--- src/sv/deq_pkg.sv ---
// shared types and constants for the double-ended queue core
package deq_pkg;

	// default ring capacity
	localparam int CAPACITY_DEF = 64;

	// field widths
	localparam int DATA_W = 32;
	localparam int CMD_W = 3;
	localparam int OCC_W = 7;
	localparam int STAT_W = 2;
	localparam int RES_W = DATA_W + OCC_W + STAT_W;
	localparam int OUT_TDATA_W = ((RES_W + 7) / 8) * 8;
	localparam int OUT_PAD_W = OUT_TDATA_W - RES_W;

	// command codes
	typedef enum logic [CMD_W-1:0] {
		CMD_PUSH_FRONT = 3'd0,
		CMD_PUSH_BACK  = 3'd1,
		CMD_POP_FRONT  = 3'd2,
		CMD_POP_BACK   = 3'd3,
		CMD_READ_OUT   = 3'd4,
		CMD_COUNT      = 3'd5
	} cmd_t;

	// status codes
	typedef enum logic [STAT_W-1:0] {
		STAT_OK    = 2'd0,
		STAT_EMPTY = 2'd1,
		STAT_FULL  = 2'd2
	} status_t;

	// result load request from control to the output stage
	typedef struct packed {
		logic             load;
		logic             from_mem;
		logic [OCC_W-1:0] occupancy;
		status_t          status;
		logic             last;
	} res_req_t;

endpackage

--- src/sv/deq_ram.sv ---
// ring store: one write port, one registered read port
module deq_ram #(
	parameter int DEPTH = deq_pkg::CAPACITY_DEF,
	parameter int ADDR_W = $clog2(deq_pkg::CAPACITY_DEF),
	parameter int DATA_W = deq_pkg::DATA_W
) (
	input  logic              clk,
	input  logic              we,
	input  logic [ADDR_W-1:0] waddr,
	input  logic [DATA_W-1:0] wdata,
	input  logic              re,
	input  logic [ADDR_W-1:0] raddr,
	output logic [DATA_W-1:0] rdata
);

	logic [DATA_W-1:0] mem [DEPTH];
	logic [DATA_W-1:0] rdata_q;

	// write port
	always_ff @(posedge clk) begin
		if (we) begin
			mem[waddr] <= wdata;
		end
	end

	// read port, data held until the next read
	always_ff @(posedge clk) begin
		if (re) begin
			rdata_q <= mem[raddr];
		end
	end

	assign rdata = rdata_q;

endmodule

--- src/sv/deq_ctrl.sv ---
// command decode, ring pointers and read-out sequencer
module deq_ctrl #(
	parameter int CAPACITY = deq_pkg::CAPACITY_DEF,
	parameter int IDX_W = $clog2(CAPACITY),
	parameter int CNT_W = $clog2(CAPACITY + 1)
) (
	input  logic                    clk,
	input  logic                    arst_n,
	// input stream
	input  logic                    in_valid,
	output logic                    in_ready,
	input  logic [deq_pkg::CMD_W-1:0] in_cmd,
	// ring store access
	output logic                    ram_we,
	output logic [IDX_W-1:0]        ram_waddr,
	output logic                    ram_re,
	output logic [IDX_W-1:0]        ram_raddr,
	// output stage
	input  logic                    out_free,
	output deq_pkg::res_req_t       res
);

	localparam int SUM_W = CNT_W + 1;

	typedef enum logic {
		ST_IDLE,
		ST_READ
	} state_t;

	state_t                state_q;
	logic [IDX_W-1:0]      front_q;
	logic [CNT_W-1:0]      cnt_q;
	logic [IDX_W-1:0]      rd_ptr_q;
	logic [CNT_W-1:0]      rd_left_q;
	logic                  mem_valid_s1;
	logic                  mem_last_s1;

	logic                  accept;
	logic                  full;
	logic                  empty;
	logic [IDX_W-1:0]      front_dec;
	logic [IDX_W-1:0]      front_inc;
	logic [IDX_W-1:0]      rd_ptr_inc;
	logic [SUM_W-1:0]      back_sum;
	logic [IDX_W-1:0]      back_pos;
	logic                  push_ok;
	logic                  start_rd;
	logic [IDX_W-1:0]      front_nx;
	logic [CNT_W-1:0]      cnt_nx;
	deq_pkg::status_t      stat;
	deq_pkg::cmd_t         cmd;

	assign cmd = deq_pkg::cmd_t'(in_cmd);

	// a new command waits until the read-out pipe is empty and the output stage has room
	assign in_ready = (state_q == ST_IDLE) && !mem_valid_s1 && out_free;
	assign accept = in_valid && in_ready;

	assign full = (cnt_q == CNT_W'(CAPACITY));
	assign empty = (cnt_q == '0);

	// ring index arithmetic modulo capacity
	assign front_dec = (front_q == '0) ? IDX_W'(CAPACITY - 1) : front_q - 1'b1;
	assign front_inc = (front_q == IDX_W'(CAPACITY - 1)) ? '0 : front_q + 1'b1;
	assign rd_ptr_inc = (rd_ptr_q == IDX_W'(CAPACITY - 1)) ? '0 : rd_ptr_q + 1'b1;
	assign back_sum = SUM_W'(front_q) + SUM_W'(cnt_q);
	assign back_pos = (back_sum >= SUM_W'(CAPACITY)) ?
		IDX_W'(back_sum - SUM_W'(CAPACITY)) : IDX_W'(back_sum);

	// command decode
	always_comb begin
		push_ok = 1'b0;
		start_rd = 1'b0;
		front_nx = front_q;
		cnt_nx = cnt_q;
		stat = deq_pkg::STAT_OK;
		ram_waddr = front_dec;
		unique case (cmd)
			deq_pkg::CMD_PUSH_FRONT: begin
				if (full) begin
					stat = deq_pkg::STAT_FULL;
				end else begin
					push_ok = 1'b1;
					front_nx = front_dec;
					cnt_nx = cnt_q + 1'b1;
				end
			end
			deq_pkg::CMD_PUSH_BACK: begin
				ram_waddr = back_pos;
				if (full) begin
					stat = deq_pkg::STAT_FULL;
				end else begin
					push_ok = 1'b1;
					cnt_nx = cnt_q + 1'b1;
				end
			end
			deq_pkg::CMD_POP_FRONT: begin
				if (empty) begin
					stat = deq_pkg::STAT_EMPTY;
				end else begin
					front_nx = front_inc;
					cnt_nx = cnt_q - 1'b1;
				end
			end
			deq_pkg::CMD_POP_BACK: begin
				if (empty) begin
					stat = deq_pkg::STAT_EMPTY;
				end else begin
					cnt_nx = cnt_q - 1'b1;
				end
			end
			deq_pkg::CMD_READ_OUT: begin
				if (empty) begin
					stat = deq_pkg::STAT_EMPTY;
				end else begin
					start_rd = 1'b1;
				end
			end
			default: begin
			end
		endcase
	end

	assign ram_we = accept && push_ok;

	// read issue in the read state whenever the stage after the memory can move on
	assign ram_re = (state_q == ST_READ) && (!mem_valid_s1 || out_free);
	assign ram_raddr = rd_ptr_q;

	// result to the output stage: memory data has priority, a command only when idle
	always_comb begin
		res.load = (accept && !start_rd) || (mem_valid_s1 && out_free);
		res.from_mem = mem_valid_s1;
		res.occupancy = mem_valid_s1 ? deq_pkg::OCC_W'(cnt_q) : deq_pkg::OCC_W'(cnt_nx);
		res.status = mem_valid_s1 ? deq_pkg::STAT_OK : stat;
		res.last = mem_valid_s1 ? mem_last_s1 : 1'b1;
	end

	// state, pointers and read pipe
	always_ff @(posedge clk or negedge arst_n) begin
		if (!arst_n) begin
			state_q <= ST_IDLE;
			front_q <= '0;
			cnt_q <= '0;
			rd_ptr_q <= '0;
			rd_left_q <= '0;
			mem_valid_s1 <= 1'b0;
			mem_last_s1 <= 1'b0;
		end else begin
			unique case (state_q)
				ST_IDLE: begin
					if (accept) begin
						front_q <= front_nx;
						cnt_q <= cnt_nx;
						if (start_rd) begin
							state_q <= ST_READ;
							rd_ptr_q <= front_q;
							rd_left_q <= cnt_q;
						end
					end
				end
				ST_READ: begin
					if (ram_re) begin
						rd_ptr_q <= rd_ptr_inc;
						rd_left_q <= rd_left_q - 1'b1;
						if (rd_left_q == CNT_W'(1)) begin
							state_q <= ST_IDLE;
						end
					end
				end
				default: begin
					state_q <= ST_IDLE;
				end
			endcase
			if (ram_re) begin
				mem_valid_s1 <= 1'b1;
				mem_last_s1 <= (rd_left_q == CNT_W'(1));
			end else if (mem_valid_s1 && out_free) begin
				mem_valid_s1 <= 1'b0;
			end
		end
	end

`ifndef SYNTHESIS
	// occupancy never exceeds the ring size
	a_cnt_bound: assert property (@(posedge clk) disable iff (!arst_n)
		cnt_q <= CNT_W'(CAPACITY))
		else $error("element count above capacity");

	// a push never lands while a read-out is in flight
	a_no_write_during_read: assert property (@(posedge clk) disable iff (!arst_n)
		ram_we |-> (state_q == ST_IDLE) && !mem_valid_s1)
		else $error("ring write during read-out");

	// the output stage is loaded only when it has room
	a_load_free: assert property (@(posedge clk) disable iff (!arst_n)
		res.load |-> out_free)
		else $error("result loaded into a busy output stage");

	// issuing the final read returns to idle with the last flag in the pipe
	a_last_issue: assert property (@(posedge clk) disable iff (!arst_n)
		ram_re && (rd_left_q == CNT_W'(1)) |=> (state_q == ST_IDLE) && mem_last_s1)
		else $error("read-out did not end on its last element");
`endif

endmodule

--- src/sv/deq_out.sv ---
// output register stage for result transfers
module deq_out (
	input  logic                              clk,
	input  logic                              arst_n,
	input  deq_pkg::res_req_t                 res,
	input  logic [deq_pkg::DATA_W-1:0]        mem_data,
	output logic                              free,
	output logic                              out_valid,
	input  logic                              out_ready,
	output logic [deq_pkg::OUT_TDATA_W-1:0]   out_data,
	output logic                              out_last
);

	logic                         valid_q;
	logic [deq_pkg::DATA_W-1:0]   item_q;
	logic [deq_pkg::OCC_W-1:0]    occ_q;
	deq_pkg::status_t             status_q;
	logic                         last_q;

	// room for a new result when empty or when the current one transfers now
	assign free = !valid_q || out_ready;

	// valid flag
	always_ff @(posedge clk or negedge arst_n) begin
		if (!arst_n) begin
			valid_q <= 1'b0;
		end else if (res.load) begin
			valid_q <= 1'b1;
		end else if (out_ready) begin
			valid_q <= 1'b0;
		end
	end

	// result fields
	always_ff @(posedge clk) begin
		if (res.load) begin
			item_q <= res.from_mem ? mem_data : '0;
			occ_q <= res.occupancy;
			status_q <= res.status;
			last_q <= res.last;
		end
	end

	assign out_valid = valid_q;
	assign out_data = {{deq_pkg::OUT_PAD_W{1'b0}}, status_q, occ_q, item_q};
	assign out_last = last_q;

endmodule

--- src/sv/double_ended_queue_core.sv ---
// top level of the bounded double-ended queue
//
//  channel  dir  tdata                          tuser      tlast
//  s_axis   in   value[31:0]                    cmd[2:0]   -
//  m_axis   out  item, occupancy, status        -          last
//
//  push, pop, count, unused codes and read-out of an empty queue: one transfer in, one result the next cycle
//  read-out of n elements: n results, one per cycle while m_axis takes them; the first
//  leaves after the read pass starts, through the ring store read register and the result register
//  the next command is taken after the last read-out element has left the read stage
//  reset clears pointers and count at once; store contents are undefined until pushed
//  a stall on m_axis holds the read-out in place without losing elements
module double_ended_queue_core #(
	parameter int CAPACITY = deq_pkg::CAPACITY_DEF
) (
	input  logic                                clk,
	input  logic                                arst_n,
	input  logic                                s_axis_tvalid,
	output logic                                s_axis_tready,
	input  logic [deq_pkg::DATA_W-1:0]          s_axis_tdata,  // value[31:0]
	input  logic [deq_pkg::CMD_W-1:0]           s_axis_tuser,  // cmd[2:0]
	output logic                                m_axis_tvalid,
	input  logic                                m_axis_tready,
	output logic [deq_pkg::OUT_TDATA_W-1:0]     m_axis_tdata,  // item[31:0], occupancy[38:32],
	                                                           // status[40:39], zero pad
	output logic                                m_axis_tlast
);

	localparam int IDX_W = (CAPACITY > 1) ? $clog2(CAPACITY) : 1;
	localparam int CNT_W = $clog2(CAPACITY + 1);

	logic                        ram_we;
	logic [IDX_W-1:0]            ram_waddr;
	logic                        ram_re;
	logic [IDX_W-1:0]            ram_raddr;
	logic [deq_pkg::DATA_W-1:0]  ram_rdata;
	logic                        out_free;
	deq_pkg::res_req_t           res;

	// command decode and pointers
	deq_ctrl #(
		.CAPACITY (CAPACITY),
		.IDX_W    (IDX_W),
		.CNT_W    (CNT_W)
	) u_ctrl (
		.clk       (clk),
		.arst_n    (arst_n),
		.in_valid  (s_axis_tvalid),
		.in_ready  (s_axis_tready),
		.in_cmd    (s_axis_tuser),
		.ram_we    (ram_we),
		.ram_waddr (ram_waddr),
		.ram_re    (ram_re),
		.ram_raddr (ram_raddr),
		.out_free  (out_free),
		.res       (res)
	);

	// ring store
	deq_ram #(
		.DEPTH  (CAPACITY),
		.ADDR_W (IDX_W),
		.DATA_W (deq_pkg::DATA_W)
	) u_ram (
		.clk   (clk),
		.we    (ram_we),
		.waddr (ram_waddr),
		.wdata (s_axis_tdata),
		.re    (ram_re),
		.raddr (ram_raddr),
		.rdata (ram_rdata)
	);

	// result register
	deq_out u_out (
		.clk       (clk),
		.arst_n    (arst_n),
		.res       (res),
		.mem_data  (ram_rdata),
		.free      (out_free),
		.out_valid (m_axis_tvalid),
		.out_ready (m_axis_tready),
		.out_data  (m_axis_tdata),
		.out_last  (m_axis_tlast)
	);

endmodule
--- config.mk ---
export PLATFORM = sky130hd
export DESIGN_NAME = double_ended_queue_core
export DESIGN_NICKNAME = d
export VERILOG_FILES = /design/src/sv/deq_pkg.sv /design/src/sv/deq_ram.sv /design/src/sv/deq_ctrl.sv /design/src/sv/deq_out.sv /design/src/sv/double_ended_queue_core.sv
export SDC_FILE = /design/constraint.sdc
export NUM_CORES = 2
export LEC_CHECK = 0
export BUFFER_PORTS_ARGS = -buffer_cell sky130_fd_sc_hd__buf_2
export CAP_MARGIN = 20
export CELL_PAD_IN_SITES_DETAIL_PLACEMENT = 2
export CELL_PAD_IN_SITES_GLOBAL_PLACEMENT = 2
export CORE_MARGIN = 8
export CORE_UTILIZATION = 51
export DETAILED_ROUTE_END_ITERATION = 10
export GPL_ROUTABILITY_DRIVEN = 0
export PLACE_DENSITY = 0.88
export SLEW_MARGIN = 25
export SYNTH_ARGS = -nofsm -noshare
export SYNTH_HDL_FRONTEND = slang
export SYNTH_SLANG_ARGS = --single-unit
--- constraint.sdc ---
create_clock -name clk -period 6.1 [get_ports clk]
set_input_delay 1.22 -clock clk [delete_from_list [all_inputs] [get_ports clk]]
set_output_delay 1.22 -clock clk [all_outputs]
set_load 0.05 [all_outputs]
==> results of run 1 <==
-- kinds of logic after synthesis --
kind of cell | after synthesis | synth area share, %
other cells | 1 | 0.00452
mux | 689 | 17.0
flops | 2152 | 77.7
xor+xnor | 11 | 0.116
simple gates | 314 | 1.76
buf+inv | 212 | 1.20
fa+ha+maj | 14 | 0.220
compound gates | 254 | 2.07
-- metrics by stage --
step                    worst slack (ns)  std cells  hold WS (ns)
after floorplan                     1.36       3653         0.438
after global placement              1.26       5848         0.465
-- cells in the mapped netlist, types with 3 or more instances --
| master | n | area (um2) |
|---|---|---|
| buf_2 | 52 | 260 |
| a211oi_1 | 6 | 45.0 |
| a32oi_1 | 7 | 61.3 |
| mux2i_1 | 113 | 1130 |
| nor2_1 | 121 | 454 |
| nand2b_1 | 8 | 50.1 |
| o22ai_1 | 49 | 307 |
| nor2b_1 | 12 | 75.1 |
| clkbuf_1 | 98 | 368 |
| and2_1 | 33 | 206 |
| or2_2 | 3 | 18.8 |
| dfrtp_1 | 30 | 751 |
| xor2_1 | 5 | 43.8 |
| a22oi_1 | 56 | 420 |
| nor3_1 | 16 | 80.1 |
| inv_1 | 15 | 56.3 |
| mux4_2 | 573 | 12900 |
| o221ai_1 | 13 | 114 |
| nand3_1 | 13 | 65.1 |
| a221o_1 | 4 | 40.0 |
| xnor2_1 | 6 | 52.6 |
| edfxtp_1 | 2122 | 63700 |
| a21o_1 | 5 | 37.5 |
| mux2_2 | 3 | 33.8 |
| and3_1 | 10 | 62.6 |
| o21ai_0 | 45 | 225 |
| o31ai_1 | 6 | 45.0 |
| nor3b_1 | 4 | 30.0 |
| a31oi_1 | 15 | 93.8 |
| buf_1 | 17 | 63.8 |
| ha_1 | 13 | 163 |
| nand2_1 | 78 | 293 |
| a21oi_1 | 26 | 130 |
| o32ai_1 | 3 | 26.3 |
| buf_6 | 7 | 78.8 |
| buf_4 | 22 | 165 |
| nand4_1 | 3 | 18.8 |
==> flow_summary.toml, run 1 <==
[synthesis]
synth.distinct_cells = 63
syn_inst = 3647
syn_area_per_cell_um2 = 22.8
syn_area_mm2 = 0.0830
yosysWarnings = 0
synth_edf_count = 2122
async_flop_share_pct = 1.39
ys_ff_latch = 2152
synth_top_flop_cell = "edfxtp_1"
seq_area_frac_synth_pct = 77.7

[floorplanning]
die-height_um = 419
start_util_pct = 51.2
die_w_um = 419
fp-row-count = 148
ioPinCount = 90

[placed_design]
place.detailed.hpwl_mm = 195
portBuffers = 82

[status]
error_line = "[ERROR DPL-0033] detailed placement checks failed during check placement."
lastStage = "detailed placement (3_5_place_dp)"
status = "stopped before the end"
==> run 2, diff against run 1 <==
CELL_PAD_IN_SITES_DETAIL_PLACEMENT = not set   (was 2)
CELL_PAD_IN_SITES_GLOBAL_PLACEMENT = not set   (was 2)
CORE_UTILIZATION = 40   (was 51)
PLACE_DENSITY = not set   (was 0.88)
PLACE_DENSITY_LB_ADDON = 0.15   (was not set)
==> flow_summary.toml, run 2 <==
[clocking]
tritoncts = "yes"
cts_made_buffers = 221
clock_latency_ns = 0.85
cts_setup_buffers = 0
cts_max_level = 4
cts-resized-gates = 0
ctsHoldBuffers = 0
clkTransAtPathRegs_ns = 0.06
root_buffer = "clkbuf_16"
cts.sinks = 2152
cts.path.max_buffers = 3

[critical_path]
critPathArrivalTime_ns = 4.87
reg2reg_depth = 9
max_stage_delay_ns = 0.75
cp-start-kind = "flip-flop"
cp_cell_sequence = "inv_1 > ha_1 > or4b_1 > o31a_1 > o211a_1 > nor2b_1 > nand2_1 > nor2_4 > buf_4"
cp.depth = 9
path_max_fanout = 18
end_kind = "flip-flop"
critPathKind = "flip-flop to flip-flop"
cp_slowest_cell = "dfrtp_1"
crit_buf_inv = 2
critPathTopFamily = "simple AND/OR/NAND/NOR gates"
required_ns = 6.63

[power]
p_leak_uw = 0.0296
power_density_mw_per_mm2 = 460
max-vdd-ir-drop_mv = 0.407

[sta]
relSlewSlack_pct = 22.1
hold_viol_final = 0
finalSetupViolCount = 0
fin_skew_ns = 0.0323
layout_min_cycle_time_ns = 4.34
rsz0062_at_grt = "false"
slew_viol_final = 0
finalSetupTns_ns = 0
max_freq_mhz = 230
worst_pin_slew_ns = 1.17
min_period_over_period_pct = 71.2

[detailed_routing]
ant_nets = 0
dr_wl_met3_mm = 13.8
vias = 38600
wl_per_cell_um = 32.7
dr_wl_met2_mm = 114
top_layer_used = "met5"
wl_met1_mm = 89.4
vias_per_cell = 5.69
drt-total-wl_mm = 222
drt_iter0_drc = 3780
drtPass1Iterations = 5
drc = 0

[floorplanning]
fp-row-count = 167
core_mm2 = 0.207
start_util_pct = 40.2
die_w_um = 472
die-height_um = 472
ioPinCount = 90
die_area_mm2 = 0.222

[min_path]
holdCritPathClass = "input pin to asynchronous set/reset pin"

[synthesis]
synth_edf_count = 2122
yosys-top-cells-count = "edfxtp_1, mux4_2, nor2_1"
syn_area_mm2 = 0.0830
synth_top_flop_cell = "edfxtp_1"
yosysTopAreaCellShare_pct = 76.8
yosysWarnings = 0
ys_top_cells_by_area = "edfxtp_1, mux4_2, mux2i_1, dfrtp_1, nor2_1"
yosysMostFrequentCell = "edfxtp_1"
synth_top_area_cell = "edfxtp_1"
seq_area_frac_synth_pct = 77.7
syn_area_per_cell_um2 = 22.8
async_flop_share_pct = 1.39
syn_inst = 3647
ys_ff_latch = 2152
synth.distinct_cells = 63

[final_layout]
layout_commonest_cell = "edfxtp_1"
largest_reg_flops = 2048
drive_above_1_share_pct = 28.8
layout_common_cells = "edfxtp_1, mux4_2, clkbuf_16"
final_cell_area_mm2 = 0.0947
largest_register = "u_ram.mem"
area_delta_synth_final_pct = 14.1
finalNetCount = 3942

[placed_design]
portBuffers = 82
place.detailed.hpwl_mm = 132
dpl_cell_area_mm2 = 0.0877

[grt]
antenna_found_initial = 12
grt_max_degree = 97
grt_pass1_wl_mm = 311
grtUsageTotal_pct = 19.6
grt_overflow = 0
grt_pass1_vias = 39100

[status]
status = "completed"

[run]
cap_violations = 0
-- run 2: layout make-up --
| cell class | count | area, um2 |
|---|---|---|
| Antenna cell | 8 | 20.0 |
| Clock buffer | 268 | 5730 |
| Clock inverter | 139 | 1290 |
| Fill cell | 17000 | 112000 |
| Inverter | 16 | 60.1 |
| Multi-Input combinational cell | 1289 | 18100 |
| Sequential cell | 2152 | 64500 |
| Tap cell | 2704 | 3380 |
| Timing Repair Buffer | 209 | 1640 |
-- run 2: per-stage QoR --
stage	worst slack [ns]	power, uW	instances	hold WS, ns	utilization [%]
after floorplan	1.36	25400	3653	0.438	-
after global placement	1.28	31000	6366	0.454	42.4
after detailed placement	1.27	31000	6370	0.460	42.4
after CTS	1.83	44200	6777	0.429	45.8
after global routing	1.61	45100	6778	0.494	45.8
final	1.76	43600	6785	0.470	45.8
-- run 2: report_power, final --
group | leakage [uW] | internal [uW] | switching (uW)
Sequential | 0.0195 | 16800 | 555
Clock | 0.00339 | 7510 | 5640
Combinational | 0.00669 | 5010 | 8060
-- run 2: logic make-up after synthesis --
| group | after synthesis | synth area share (%) |
|---|---|---|
| AO/OA/AOI/OAI | 254 | 2.07 |
| XOR/XNOR | 11 | 0.116 |
| buffers and inverters | 212 | 1.20 |
| multiplexers | 689 | 17.0 |
| AND/OR/NAND/NOR | 314 | 1.76 |
| other | 1 | 0.00452 |
| adder cells (fa/ha/maj) | 14 | 0.220 |
| flip-flops | 2152 | 77.7 |
-- run 2: worst paths after layout --
kind | from | endpoint | slack (ns)
hold reg to reg | u_ctrl.mem_last_s1$_DFFE_PN0P_ | u_ctrl.mem_last_s1$_DFFE_PN0P_ | 0.47
setup reg to reg | u_ctrl.cnt_q[1]$_DFFE_PN0P_ | u_ram.mem[18][31]$_DFFE_PP_ | 1.76
hold / removal | arst_n | u_ctrl.state_q$_DFF_PN0_ | 0.47
setup / recovery | u_ctrl.cnt_q[1]$_DFFE_PN0P_ | u_ram.mem[18][31]$_DFFE_PP_ | 1.76
min in group clk | u_ctrl.mem_last_s1$_DFFE_PN0P_ | u_ctrl.mem_last_s1$_DFFE_PN0P_ | 0.47
max in group asynchronous | arst_n | u_ctrl.ram_raddr[1]$_DFFE_PN0P_ | 5.02
-- run 2: routing by layer --
metal / global-route usage [%] / vias up
met5: 0 / -
met4: 3.96 / 2
met3: 3.20 / 267
met2: 34.1 / 1301
met1: 26.3 / 21000
li1: - / 16100
Note: power is estimated with default switching activity, not from simulation.
